<file path="src/hdl/bfst_pkg.sv">
// ----------------------------------------------------------------------------
// Blocking flowshop schedule table package
// Shared constants, command codes and status types of the controller and
// datapath.
// ----------------------------------------------------------------------------
package bfst_pkg;

  localparam int unsigned MaxJobsDef     = 64;
  localparam int unsigned MaxMachinesDef = 16;
  localparam int unsigned JobTypesDef    = 256;

  localparam int unsigned InDataW  = 40;
  localparam int unsigned OutDataW = 72;
  localparam int unsigned ModeW    = 3;
  localparam int unsigned CfgW     = 5;
  localparam int unsigned DepW     = 24;
  localparam int unsigned FlowW    = 32;

  localparam logic [ModeW-1:0] ModeLoad   = 3'd0;
  localparam logic [ModeW-1:0] ModeAppend = 3'd1;
  localparam logic [ModeW-1:0] ModeInsert = 3'd2;
  localparam logic [ModeW-1:0] ModeSwap   = 3'd3;
  localparam logic [ModeW-1:0] ModeMove   = 3'd4;

  localparam logic [1:0] StOk    = 2'd0;
  localparam logic [1:0] StFull  = 2'd1;
  localparam logic [1:0] StRange = 2'd2;

  localparam logic [CfgW-1:0] MachinesReset = 5'd16;

  typedef enum logic [3:0] {
    CMD_NONE,
    CMD_DECODE,
    CMD_HOLD_RD,
    CMD_HOLD_LATCH,
    CMD_SH_RD,
    CMD_SH_WR,
    CMD_FIN,
    CMD_ROW_A,
    CMD_ROW_B,
    CMD_CELL,
    CMD_SUM_INIT,
    CMD_SUM,
    CMD_SPAN_RD,
    CMD_OUT_LOAD
  } cmd_e;

  typedef struct packed {
    logic edit;
    logic hold;
    logic shift_more;
    logic cell_last;
    logic row_last;
    logic sum_done;
  } dp_status_t;

endpackage

</file>
<file path="src/hdl/bfst_ctrl.sv">
// ----------------------------------------------------------------------------
// Blocking flowshop controller
// Sequences decode, job order shifts, row recomputation, flow summation and
// result delivery, and owns both handshakes.
// ----------------------------------------------------------------------------
module bfst_ctrl (
  input  logic                  clk_i,
  input  logic                  rst_ni,
  input  logic                  s_valid_i,
  output logic                  s_ready_o,
  output logic                  m_valid_o,
  input  logic                  m_ready_i,
  output bfst_pkg::cmd_e        cmd_o,
  input  bfst_pkg::dp_status_t  status_i
);
  import bfst_pkg::*;

  typedef enum logic [3:0] {
    S_IDLE,
    S_ROUTE,
    S_HOLD_RD,
    S_HOLD_LATCH,
    S_SH_RD,
    S_SH_WR,
    S_ROW_A,
    S_ROW_B,
    S_CELL,
    S_SUM_INIT,
    S_SUM,
    S_SPAN_RD,
    S_SPAN_WR
  } state_e;

  state_e state_q;
  logic   m_valid_q;
  logic   out_load;

  assign out_load  = (state_q == S_SPAN_WR) && (!m_valid_q || m_ready_i);
  assign s_ready_o = (state_q == S_IDLE);
  assign m_valid_o = m_valid_q;

  always_comb begin
    cmd_o = CMD_NONE;
    case (state_q)
      S_IDLE:       cmd_o = s_valid_i ? CMD_DECODE : CMD_NONE;
      S_HOLD_RD:    cmd_o = CMD_HOLD_RD;
      S_HOLD_LATCH: cmd_o = CMD_HOLD_LATCH;
      S_SH_RD:      cmd_o = status_i.shift_more ? CMD_SH_RD : CMD_FIN;
      S_SH_WR:      cmd_o = CMD_SH_WR;
      S_ROW_A:      cmd_o = CMD_ROW_A;
      S_ROW_B:      cmd_o = CMD_ROW_B;
      S_CELL:       cmd_o = CMD_CELL;
      S_SUM_INIT:   cmd_o = CMD_SUM_INIT;
      S_SUM:        cmd_o = CMD_SUM;
      S_SPAN_RD:    cmd_o = CMD_SPAN_RD;
      S_SPAN_WR:    cmd_o = out_load ? CMD_OUT_LOAD : CMD_NONE;
      default:      cmd_o = CMD_NONE;
    endcase
  end

  always_ff @(posedge clk_i or negedge rst_ni) begin
    if (!rst_ni) begin
      state_q   <= S_IDLE;
      m_valid_q <= 1'b0;
    end else begin
      if (out_load) begin
        m_valid_q <= 1'b1;
      end else if (m_ready_i) begin
        m_valid_q <= 1'b0;
      end
      case (state_q)
        S_IDLE: begin
          if (s_valid_i) begin
            state_q <= S_ROUTE;
          end
        end
        S_ROUTE: begin
          if (!status_i.edit) begin
            state_q <= S_SPAN_RD;
          end else if (status_i.hold) begin
            state_q <= S_HOLD_RD;
          end else begin
            state_q <= S_SH_RD;
          end
        end
        S_HOLD_RD:    state_q <= S_HOLD_LATCH;
        S_HOLD_LATCH: state_q <= S_SH_RD;
        S_SH_RD:      state_q <= status_i.shift_more ? S_SH_WR : S_ROW_A;
        S_SH_WR:      state_q <= S_SH_RD;
        S_ROW_A:      state_q <= S_ROW_B;
        S_ROW_B:      state_q <= S_CELL;
        S_CELL: begin
          if (status_i.cell_last) begin
            state_q <= status_i.row_last ? S_SUM_INIT : S_ROW_A;
          end
        end
        S_SUM_INIT:   state_q <= S_SUM;
        S_SUM: begin
          if (status_i.sum_done) begin
            state_q <= S_SPAN_RD;
          end
        end
        S_SPAN_RD:    state_q <= S_SPAN_WR;
        S_SPAN_WR: begin
          if (out_load) begin
            state_q <= S_IDLE;
          end
        end
        default:      state_q <= S_IDLE;
      endcase
    end
  end

endmodule

</file>
<file path="config.mk">
export PLATFORM = sky130hd
export DESIGN_NAME = bfst_ctrl
export DESIGN_NICKNAME = d
export VERILOG_FILES = /design/src/hdl/bfst_pkg.sv /design/src/hdl/bfst_ctrl.sv
export SDC_FILE = /design/constraint.sdc
export NUM_CORES = 1
export LEC_CHECK = 0
export BUFFER_PORTS_ARGS = -buffer_cell sky130_fd_sc_hd__buf_2
export CAP_MARGIN = 5
export CELL_PAD_IN_SITES_DETAIL_PLACEMENT = 2
export CELL_PAD_IN_SITES_GLOBAL_PLACEMENT = 2
export CORE_UTILIZATION = 27
export DETAILED_ROUTE_END_ITERATION = 6
export PLACE_DENSITY = 0.84
export REMOVE_ABC_BUFFERS = 1
export SLEW_MARGIN = 0
export SYNTH_ARGS = -nofsm -noshare
export SYNTH_HDL_FRONTEND = slang
export SYNTH_SLANG_ARGS = --single-unit
</file>
<file path="constraint.sdc">
create_clock -name clk_i -period 3.98 [get_ports clk_i]
set_clock_uncertainty 0.2 [all_clocks]
set_input_delay 0.398 -clock clk_i [delete_from_list [all_inputs] [get_ports clk_i]]
set_output_delay 0.398 -clock clk_i [all_outputs]
set_load 0.02 [all_outputs]
</file>
==> reports/metrics.csv, run 1 <==
stage;metric;value;unit
run_status;status;complete, no violations;
final_layout;layout cell share with drive strength beyond 1;0.224;
global_routing;first-pass GRT wire length;2890;um
min_path;Hold Path Class;primary input to async pin;
place;Placed Cells;105;
yosys;total of warnings raised by yosys;0;
yosys;synth cell count leaders;a21oi_1, nand2_1, dfrtp_1, nand3_1;
yosys;Mapped Area;507;um2
die;core area;1750;um2
yosys;asr flop ratio synth;1.00;
global_routing;vias in the first global route;605;
power;Tot Pwr;0.000564;W
final_layout;final std cells w/o fill;110;
critical_path;arrival time worst endpoint;1.72;ns
die;Initial Utilization;0.290;
timing;Final Hold Vio Count;0;
timing;WHS;0.308;ns
yosys;post-synth top area cell;dfrtp_1;
critical_path;Max FO, Critical Path;16;
global_routing;largest net degree at the start of global routing;24;
final_layout;Fill cells;223;
yosys;area fraction of the dominant cell type after synthesis;0.247;
die;row count;15;
detailed_routing;ANT nets after route;0;
detailed_routing;routed vias;584;
clock_network;post-CTS setup buffers;0;
yosys;most numerous cell in the Yosys netlist;a21oi_1;
clock_network;Clk pin slew, worst setup/hold paths;0.05;ns
yosys;Synth Flop Type;dfrtp_1;
global_routing;total grt overflow;0;
yosys;post-synthesis sequential area ratio;0.247;
final_layout;cell area after layout;624;um2
place;routability cong.;0.755;
final_layout;FF+latch area;125;um2
yosys;Synth area leaders;dfrtp_1, a21oi_1, nand2_1, o32ai_1, nand3_1;
timing;Finish-stage setup viols;0;
clock_network;Max Root-Sink Buffers;2;
die;chip width;45.3;um
run;Max Cap Viol;0;
detailed_routing;Iteration-0 DRC Markers;5;
place;Post-DP Area;588;um2
yosys;Syn Area/Cell;7.14;um2
detailed_routing;drt first pass iters;4;
clock_network;Root Driver;clkbuf_4;
clock_network;CTS tree;built;
global_routing;initial antenna violation count;0;
die;total die area;2050;um2
detailed_routing;vias per inst;5.31;
timing;post-route clock period utilization;0.583;
timing;setup TNS;0;ns
clock_network;CTS sink cnt;5;
yosys;count of different cell masters after synthesis;29;
clock_network;H-Tree Depth;1;
power;VDD IR max;256;uV
final_layout;area of the multi-input gates;349;um2
final_layout;Syn-to-layout area delta;23.2;%
place;I/O Buffers;15;
clock_network;total CTS buffers;3;
detailed_routing;Routed WL;1740;um
timing;Slew Limit Fails;0;
timing;fmax;0.431;GHz
yosys;Post-synth EDFFs;0;
place;Final HPWL DP;1150;um
final_layout;Final nets;96;
global_routing;total track usage;0.202;
timing;relative slew slack;0.526;
die;DIE HEIGHT;45.3;um
yosys;Yosys reg bits;5;
final_layout;n_diodes;0;
yosys;cells after synthesis;71;
detailed_routing;drt drc;0;
critical_path;WS Path Type;flop to output pin;
critical_path;Critical Path RT;3.38;ns
detailed_routing;DR WL/cell;15.8;um
timing;worst slew pin tran;0.711;ns
critical_path;crit start category;flop;
power;PwrDens;903;nW/um2
critical_path;critical path endpoint category;output pin;
timing;fin crit period;2.32;ns
power;Leak;0.262;nW
timing;RSZ-0062 raised after global routing;no;
die;IO Pins;16;
clock_network;clk_lat worst skew;0.25;ns
[power breakdown]
part	internal, W	total (W)	switching, W
sequential	0.0000716	0.000163	0.0000910
combinational	0.000148	0.000337	0.000189
clock	0.0000382	0.0000639	0.0000257
total	0.000258	0.000564	0.000306
[final timing paths]
check / from / to / slack [ns] / cells after the start
worst max-delay path: state_q[0]$_DFFE_PN0P_ / cmd_o[3] / 1.66 / 5
worst min-delay path: rst_ni / state_q[2]$_DFFE_PN0P_ / 0.31 / 2
worst max register to register: state_q[3]$_DFFE_PN0P_ / state_q[2]$_DFFE_PN0P_ / 1.97 / 4
worst min register to register: m_valid_o$_DFFE_PN0P_ / m_valid_o$_DFFE_PN0P_ / 0.44 / 2
max in group asynchronous: rst_ni / state_q[0]$_DFFE_PN0P_ / 3.14 / 2
min in group clk_i: m_ready_i / m_valid_o$_DFFE_PN0P_ / 0.36 / 3
[worst max-delay path, stage by stage (launching register included)]
cell and delay (ns):
dfrtp_1 0.55, nor2_1 0.41, nand2_1 0.11, nand2_1 0.09
a22o_1 0.15, buf_2 0.16
[layer usage]
metal | routed length (um) | vias up | GRT usage
met2 | 911 | 9 | 0.328
met5 | 0 | - | 0
met4 | 22 | 0 | 0.0667
met1 | 776 | 285 | 0.261
met3 | 28 | 3 | 0.0520
li1 | - | 287 | -
[cell type report]
type,count,share of cell area
Clock buffer,4,0.0421
Timing Repair Buffer,16,0.136
Multi-Input combinational cell,58,0.559
Tap cell,25,0.0501
Inverter,2,0.0120
Sequential cell,5,0.200
[cell usage in the layout, fill, tap and decap left out, types with 2 or more instances in the layout]
| cell | n |
|---|---|
| o22ai_1 | 2 |
| a21oi_1 | 9 |
| or2_1 | 2 |
| o21ai_1 | 4 |
| dfrtp_1 | 5 |
| nor3_1 | 2 |
| nand3_1 | 5 |
| nor2_1 | 4 |
| nand2b_1 | 2 |
| inv_1 | 2 |
| buf_2 | 15 |
| clkbuf_4 | 3 |
| o21a_1 | 2 |
| mux2i_1 | 2 |
| nand2_1 | 7 |
| o32ai_1 | 3 |
| nor2b_1 | 2 |
[state kept, by name, summed over array words and instances, names as in the netlist]
name and count:
state_q 4, m_valid_o 1
[stage by stage]
stage	util	worst slack (ns)
floorplan	-	2.00
global placement	0.337	1.98
detailed placement	0.337	1.93
CTS	0.358	1.62
global route	0.358	1.49
finish	0.358	1.66
[cell families (layout without fill, tap and decap cells)]
group                    after synthesis  in the layout  synth area share
AO/OA/AOI/OAI                         26             26             0.328
XOR/XNOR                               1              1            0.0173
adder cells (fa/ha/maj)                1              1            0.0198
buffers and inverters                  8             22            0.0642
flip-flops                             5              5             0.247
multiplexers                           2              2            0.0395
AND/OR/NAND/NOR                       28             28             0.284
[repair_timing]
| item | 4_1_cts | 5_1_grt |
|---|---|---|
| hold buffers | 1 | 0 |
| resized for setup | 0 | 0 |
| hold endpoints to repair | 5 | 0 |
Power figures use the tool's default switching activity.
==> run 2, diff against run 1 <==
--- a/config.mk
+++ b/config.mk
@@ -9,9 +9,9 @@
 export CAP_MARGIN = 5
 export CELL_PAD_IN_SITES_DETAIL_PLACEMENT = 2
 export CELL_PAD_IN_SITES_GLOBAL_PLACEMENT = 2
-export CORE_UTILIZATION = 27
+export CORE_UTILIZATION = 23
 export DETAILED_ROUTE_END_ITERATION = 6
-export PLACE_DENSITY = 0.84
+export PLACE_DENSITY = 0.76
 export REMOVE_ABC_BUFFERS = 1
 export SLEW_MARGIN = 0
 export SYNTH_ARGS = -nofsm -noshare
==> constraint.sdc (replaced) <==
create_clock -name clk_i -period 2.1 [get_ports clk_i]
set_clock_uncertainty 0.2 [all_clocks]
set_input_delay 0.21 -clock clk_i [delete_from_list [all_inputs] [get_ports clk_i]]
set_output_delay 0.21 -clock clk_i [all_outputs]
set_load 0.02 [all_outputs]
==> run 2 against run 1 <==
Against the previous run:
- sequential share of layout area shrank 0.69 points
- routed wire length shrank 3.7%
- utilization shrank 3.2 points
- critical path depth is 1 higher
- sequential power grew 53%
- global-route usage fell by 4.1 points
- critical path type unchanged
- first-iteration DRC count is 20% higher
- clock power up 82%
- total power rose by 97%
- register-to-register slack got worse by 1.6 ns
==> reports/metrics.csv, run 2 (synthesis gave the netlist of run 1 again) <==
stage;metric;value;unit
final_layout;Syn-to-layout area delta;30.1;%
critical_path;Buf/Inv on CP;2;
final_layout;n_diodes;0;
detailed_routing;drt first pass iters;2;
detailed_routing;Iteration-0 DRC Markers;6;
final_layout;Final nets;100;
timing;setup ws final;0.204;ns
timing;relative slew slack;0.747;
clock_network;CTS sink cnt;5;
detailed_routing;met2 WL;855;um
timing;Final Hold Vio Count;0;
clock_network;CTS tree;built;
critical_path;delay-heaviest family, CP;flip-flops;
die;DIE HEIGHT;48.9;um
global_routing;total grt overflow;0;
timing;worst slew pin tran;0.380;ns
die;Initial Utilization;0.251;
global_routing;total track usage;0.161;
critical_path;arrival time worst endpoint;1.49;ns
power;PwrDens;1680;nW/um2
timing;post-route clock period utilization;0.903;
power;Tot Pwr;0.00111;W
detailed_routing;uppermost layer routed;met4;
timing;setup TNS;0;ns
die;row count;16;
global_routing;initial antenna violation count;0;
clock_network;total CTS buffers;3;
timing;fmax;0.527;GHz
place;routability cong.;0.742;
detailed_routing;DR WL/cell;14.4;um
detailed_routing;routed vias;606;
detailed_routing;met1 WL;754;um
power;VDD IR max;446;uV
final_layout;Largest Register;state_q;
die;chip width;48.9;um
detailed_routing;vias per inst;5.22;
critical_path;Worst path max stage delay;0.50;ns
detailed_routing;ANT nets after route;0;
critical_path;critical-path cell list;nor2_1, buf_4, nand2_1, nand2_1, a22o_1, buf_2;
detailed_routing;met3 WL;26;um
critical_path;Critical Path RT;1.69;ns
final_layout;most common cell after layout, fill and taps aside;buf_2;
die;total die area;2400;um2
place;worst slack, placed;0.287;ns
final_layout;most frequent cells in the layout;buf_2, a21oi_1, nand2_1;
die;IO Pins;16;
detailed_routing;Routed WL;1670;um
global_routing;vias in the first global route;622;
clock_network;Max Root-Sink Buffers;2;
place;Final HPWL DP;1260;um
power;Leak;0.280;nW
clock_network;clk_lat worst skew;0.25;ns
global_routing;first-pass GRT wire length;3020;um
clock_network;H-Tree Depth;1;
timing;WHS;0.101;ns
critical_path;WS Path Type;flop to output pin;
final_layout;layout cell share with drive strength beyond 1;0.281;
timing;Finish-stage setup viols;0;
final_layout;max FFs per register;4;
critical_path;Slowest-stage cell, CP;dfrtp_1;
die;core area;2020;um2
run;Max Cap Viol;0;
min_path;Hold Path Class;primary input to async pin;
timing;Slew Limit Fails;0;
global_routing;largest net degree at the start of global routing;24;
critical_path;Max FO, Critical Path;9;
timing;fin crit period;1.90;ns
critical_path;Top cell by count, worst path;nand2_1;
timing;RSZ-0062 raised after global routing;no;
run_status;status;complete, no violations;
detailed_routing;drt drc;0;
critical_path;critical path endpoint category;output pin;
clock_network;Clk pin slew, worst setup/hold paths;0.05;ns
critical_path;crit start category;flop;
place;I/O Buffers;15;
clock_network;Root Driver;clkbuf_4;
[run 2: repair_timing]
| item | 4_1_cts | 5_1_grt |
|---|---|---|
| setup endpoints to repair | 0 | 3 |
| hold buffers | 1 | 0 |
| gates resized for setup | 0 | 2 |
| buffers inserted | 0 | 0 |
| endpoints found under the hold margin | 5 | 0 |
[run 2: cell type report]
class,count,area [um2]
Fill cell,250,1360
Multi-Input combinational cell,58,349
Sequential cell,5,128
Timing Repair Buffer,20,115
Tap cell,27,33.8
Clock buffer,4,26.3
Inverter,2,7.51
[run 2: where the power goes]
part	switching, W	internal (W)
Combinational	0.000418	0.000326
Sequential	0.000108	0.000141
Clock	0.0000440	0.0000721
Total	0.000570	0.000540
[run 2: per-stage QoR]
stage | instances | area [um2] | util
after floorplan | 65 | 482 | -
after global placement | 111 | 621 | 0.307
after detailed placement | 111 | 621 | 0.307
after CTS | 116 | 657 | 0.325
after global routing | 116 | 659 | 0.326
final | 116 | 659 | 0.326
[run 2: path summary, 6_finish.rpt]
path,start,end,slack (ns),depth (start not counted)
setup / recovery,state_q[0]$_DFFE_PN0P_,cmd_o[3],0.20,6
hold / removal,rst_ni,state_q[1]$_DFFE_PN0P_,0.10,2
setup reg to reg,state_q[1]$_DFFE_PN0P_,state_q[2]$_DFFE_PN0P_,0.37,4
hold reg to reg,m_valid_o$_DFFE_PN0P_,m_valid_o$_DFFE_PN0P_,0.47,2
max in group asynchronous,rst_ni,state_q[2]$_DFFE_PN0P_,1.46,2
min in group clk_i,status_i[1],state_q[3]$_DFFE_PN0P_,0.15,3
[run 2: worst reg2reg max path, cell delays in order, from the launching register on]
cell and delay (ns):
dfrtp_2 0.48, or3b_1 0.43, o21a_1 0.18, o22a_1 0.19
o22ai_1 0.16
[run 2: per-layer routing]
layer  vias up  global-route usage
met5         -                   0
met4         0              0.0784
met3         4              0.0187
met2        10               0.275
met1       295               0.199
li1        297                   -
==> run 3, diff against run 2 <==
--- a/config.mk
+++ b/config.mk
@@ -5,12 +5,13 @@
 export SDC_FILE = /design/constraint.sdc
 export NUM_CORES = 1
 export LEC_CHECK = 0
-export BUFFER_PORTS_ARGS = -buffer_cell sky130_fd_sc_hd__buf_2
+export BUFFER_PORTS_ARGS = -buffer_cell sky130_fd_sc_hd__clkbuf_2
 export CAP_MARGIN = 5
 export CELL_PAD_IN_SITES_DETAIL_PLACEMENT = 2
 export CELL_PAD_IN_SITES_GLOBAL_PLACEMENT = 2
 export CORE_UTILIZATION = 23
 export DETAILED_ROUTE_END_ITERATION = 6
+export MAX_ROUTING_LAYER = met4
 export PLACE_DENSITY = 0.76
 export REMOVE_ABC_BUFFERS = 1
 export SLEW_MARGIN = 0
==> run 3 against run 2 <==
Against the previous run:
- hold slack gained 0.0049 ns
- non-clock buffer count shrank 2
- first-iteration DRC count is 33% lower
- largest power group unchanged
- fmax fell by 3.8%
==> reports/metrics.csv, run 3 (synthesis gave the netlist of run 1 again) <==
stage;metric;value;unit
clock_network;Clk pin slew, worst setup/hold paths;0.05;ns
final_layout;Syn-to-layout area delta;27.9;%
power;Clk pwr share;0.115;
final_layout;area of the multi-input gates;352;um2
timing;setup TNS;0;ns
place;routability cong.;0.787;
place;I/O Buffers;15;
global_routing;vias in the first global route;584;
die;core area;2020;um2
place;Placed Cells;109;
timing;Slew Limit Fails;0;
global_routing;first-pass GRT wire length;2790;um
critical_path;reg-to-reg startpoint;state_q[0]$_DFFE_PN0P_;
detailed_routing;drt first pass iters;4;
global_routing;largest net degree at the start of global routing;17;
detailed_routing;Routed WL;1730;um
power;Switch Pwr;0.000586;W
clock_network;CTS tree;built;
timing;worst slew pin tran;0.400;ns
detailed_routing;DR WL/cell;15.2;um
clock_network;CTS sink cnt;5;
timing;RSZ-0062 raised after global routing;no;
power;Sw Ratio;0.532;
timing;post-route clock period utilization;0.939;
final_layout;Final nets;98;
timing;fmax;0.507;GHz
die;IO Pins;16;
run;Max Cap Viol;0;
power;Reg power frac;0.247;
clock_network;total CTS buffers;3;
clock_network;Max Root-Sink Buffers;2;
detailed_routing;drt drc;0;
run_status;status;complete, no violations;
final_layout;layout cell share with drive strength beyond 1;0.287;
power;VDD IR max;482;uV
final_layout;Largest Register;state_q;
min_path;Hold Path Class;primary input to async pin;
critical_path;Crit Reg-Reg Endpoint;state_q[2]$_DFFE_PN0P_;
final_layout;Fill cells;256;
critical_path;crit start category;flop;
timing;fin crit period;1.97;ns
critical_path;Critical Path RT;1.69;ns
clock_network;clk_lat worst skew;0.27;ns
critical_path;Worst R2R Path Depth;4;
power;Leak;0.269;nW
critical_path;arrival time worst endpoint;1.56;ns
critical_path;critical path endpoint category;output pin;
final_layout;n_diodes;0;
place;worst slack, placed;0.297;ns
final_layout;FF+latch area;129;um2
power;Pint;0.000515;W
final_layout;most frequent cells in the layout;clkbuf_2, a21oi_1, nand2_1;
detailed_routing;ANT nets after route;0;
die;chip width;48.9;um
die;Initial Utilization;0.251;
global_routing;initial antenna violation count;0;
clock_network;post-CTS setup buffers;0;
timing;WHS;0.105;ns
clock_network;H-Tree Depth;1;
detailed_routing;Iteration-0 DRC Markers;4;
timing;Final Hold Vio Count;0;
die;total die area;2400;um2
detailed_routing;vias per inst;5.29;
timing;setup ws final;0.128;ns
detailed_routing;routed vias;603;
global_routing;total track usage;0.166;
die;row count;16;
final_layout;max FFs per register;4;
timing;Finish-stage setup viols;0;
power;combinational share of power;0.637;
place;Final HPWL DP;1220;um
final_layout;post-layout util;0.321;
final_layout;most common cell after layout, fill and taps aside;clkbuf_2;
power;PwrDens;1700;nW/um2
final_layout;final std cells w/o fill;114;
clock_network;Root Driver;clkbuf_4;
critical_path;WS Path Type;flop to output pin;
global_routing;total grt overflow;0;
timing;relative slew slack;0.734;
critical_path;flop2flop setup slack;0.40;ns
die;DIE HEIGHT;48.9;um
critical_path;Max FO, Critical Path;13;
==> run 3: final cells by class <==
class	instances	share of cell area
sequential	5	0.199
tap	27	0.0521
multi-input combinational	58	0.542
clock buffer	4	0.0405
inverter	2	0.0116
timing repair buffer	18	0.154
==> run 3: per-stage QoR <==
| step | power, W | instance area (um2) |
|---|---|---|
| floorplan | 0.000724 | 482 |
| global placement | 0.000937 | 606 |
| detailed placement | 0.000956 | 606 |
| CTS | 0.00111 | 646 |
| global route | 0.00119 | 648 |
| finish | 0.00110 | 648 |
==> run 3: worst max path at each step <==
stage,depth (start not counted),startpoint,slack [ns],endpoint
after floorplan,2,state_q[2]$_DFFE_PN0P_,0.31,cmd_o[1]
after global placement,4,state_q[0]$_DFFE_PN0P_,0.33,cmd_o[0]
after detailed placement,4,state_q[0]$_DFFE_PN0P_,0.30,cmd_o[0]
after CTS,5,state_q[3]$_DFFE_PN0P_,0.007,cmd_o[0]
after global routing,4,state_q[0]$_DFFE_PN0P_,0.05,cmd_o[0]
final,4,state_q[2]$_DFFE_PN0P_,0.13,cmd_o[3]
==> run 3: worst max-delay path, cell delays in order, from the launching register on <==
cell      delay (ns)
dfrtp_1         0.58
buf_4           0.26
nand2_1         0.08
a22o_1          0.23
clkbuf_2        0.15
==> run 3: layer usage <==
metal,global-route usage,part of all wire,up-vias
li1,-,-,292
met1,0.174,0.45,295
met2,0.269,0.49,12
met3,0.0561,0.031,4
met4,0.103,0.029,0
met5,-,0,-
==> run 3: timing repair <==
item | 4_1_cts | 5_1_grt
resized for setup | 2 | 2
hold endpoints to repair | 5 | 0
pin swaps | 0 | 0
hold buffers | 1 | 0
setup endpoints to repair | 2 | 2
==> run 3: power groups by stage <==
stage	registers, W	clock network (W)	logic (W)
2_1_floorplan	0.000259	0	0.000466
3_3_place_gp	0.000257	0	0.000681
3_5_place_dp	0.000261	0	0.000695
4_1_cts	0.000269	0.000131	0.000709
5_1_grt	0.000283	0.000138	0.000772
6_report	0.000272	0.000127	0.000701
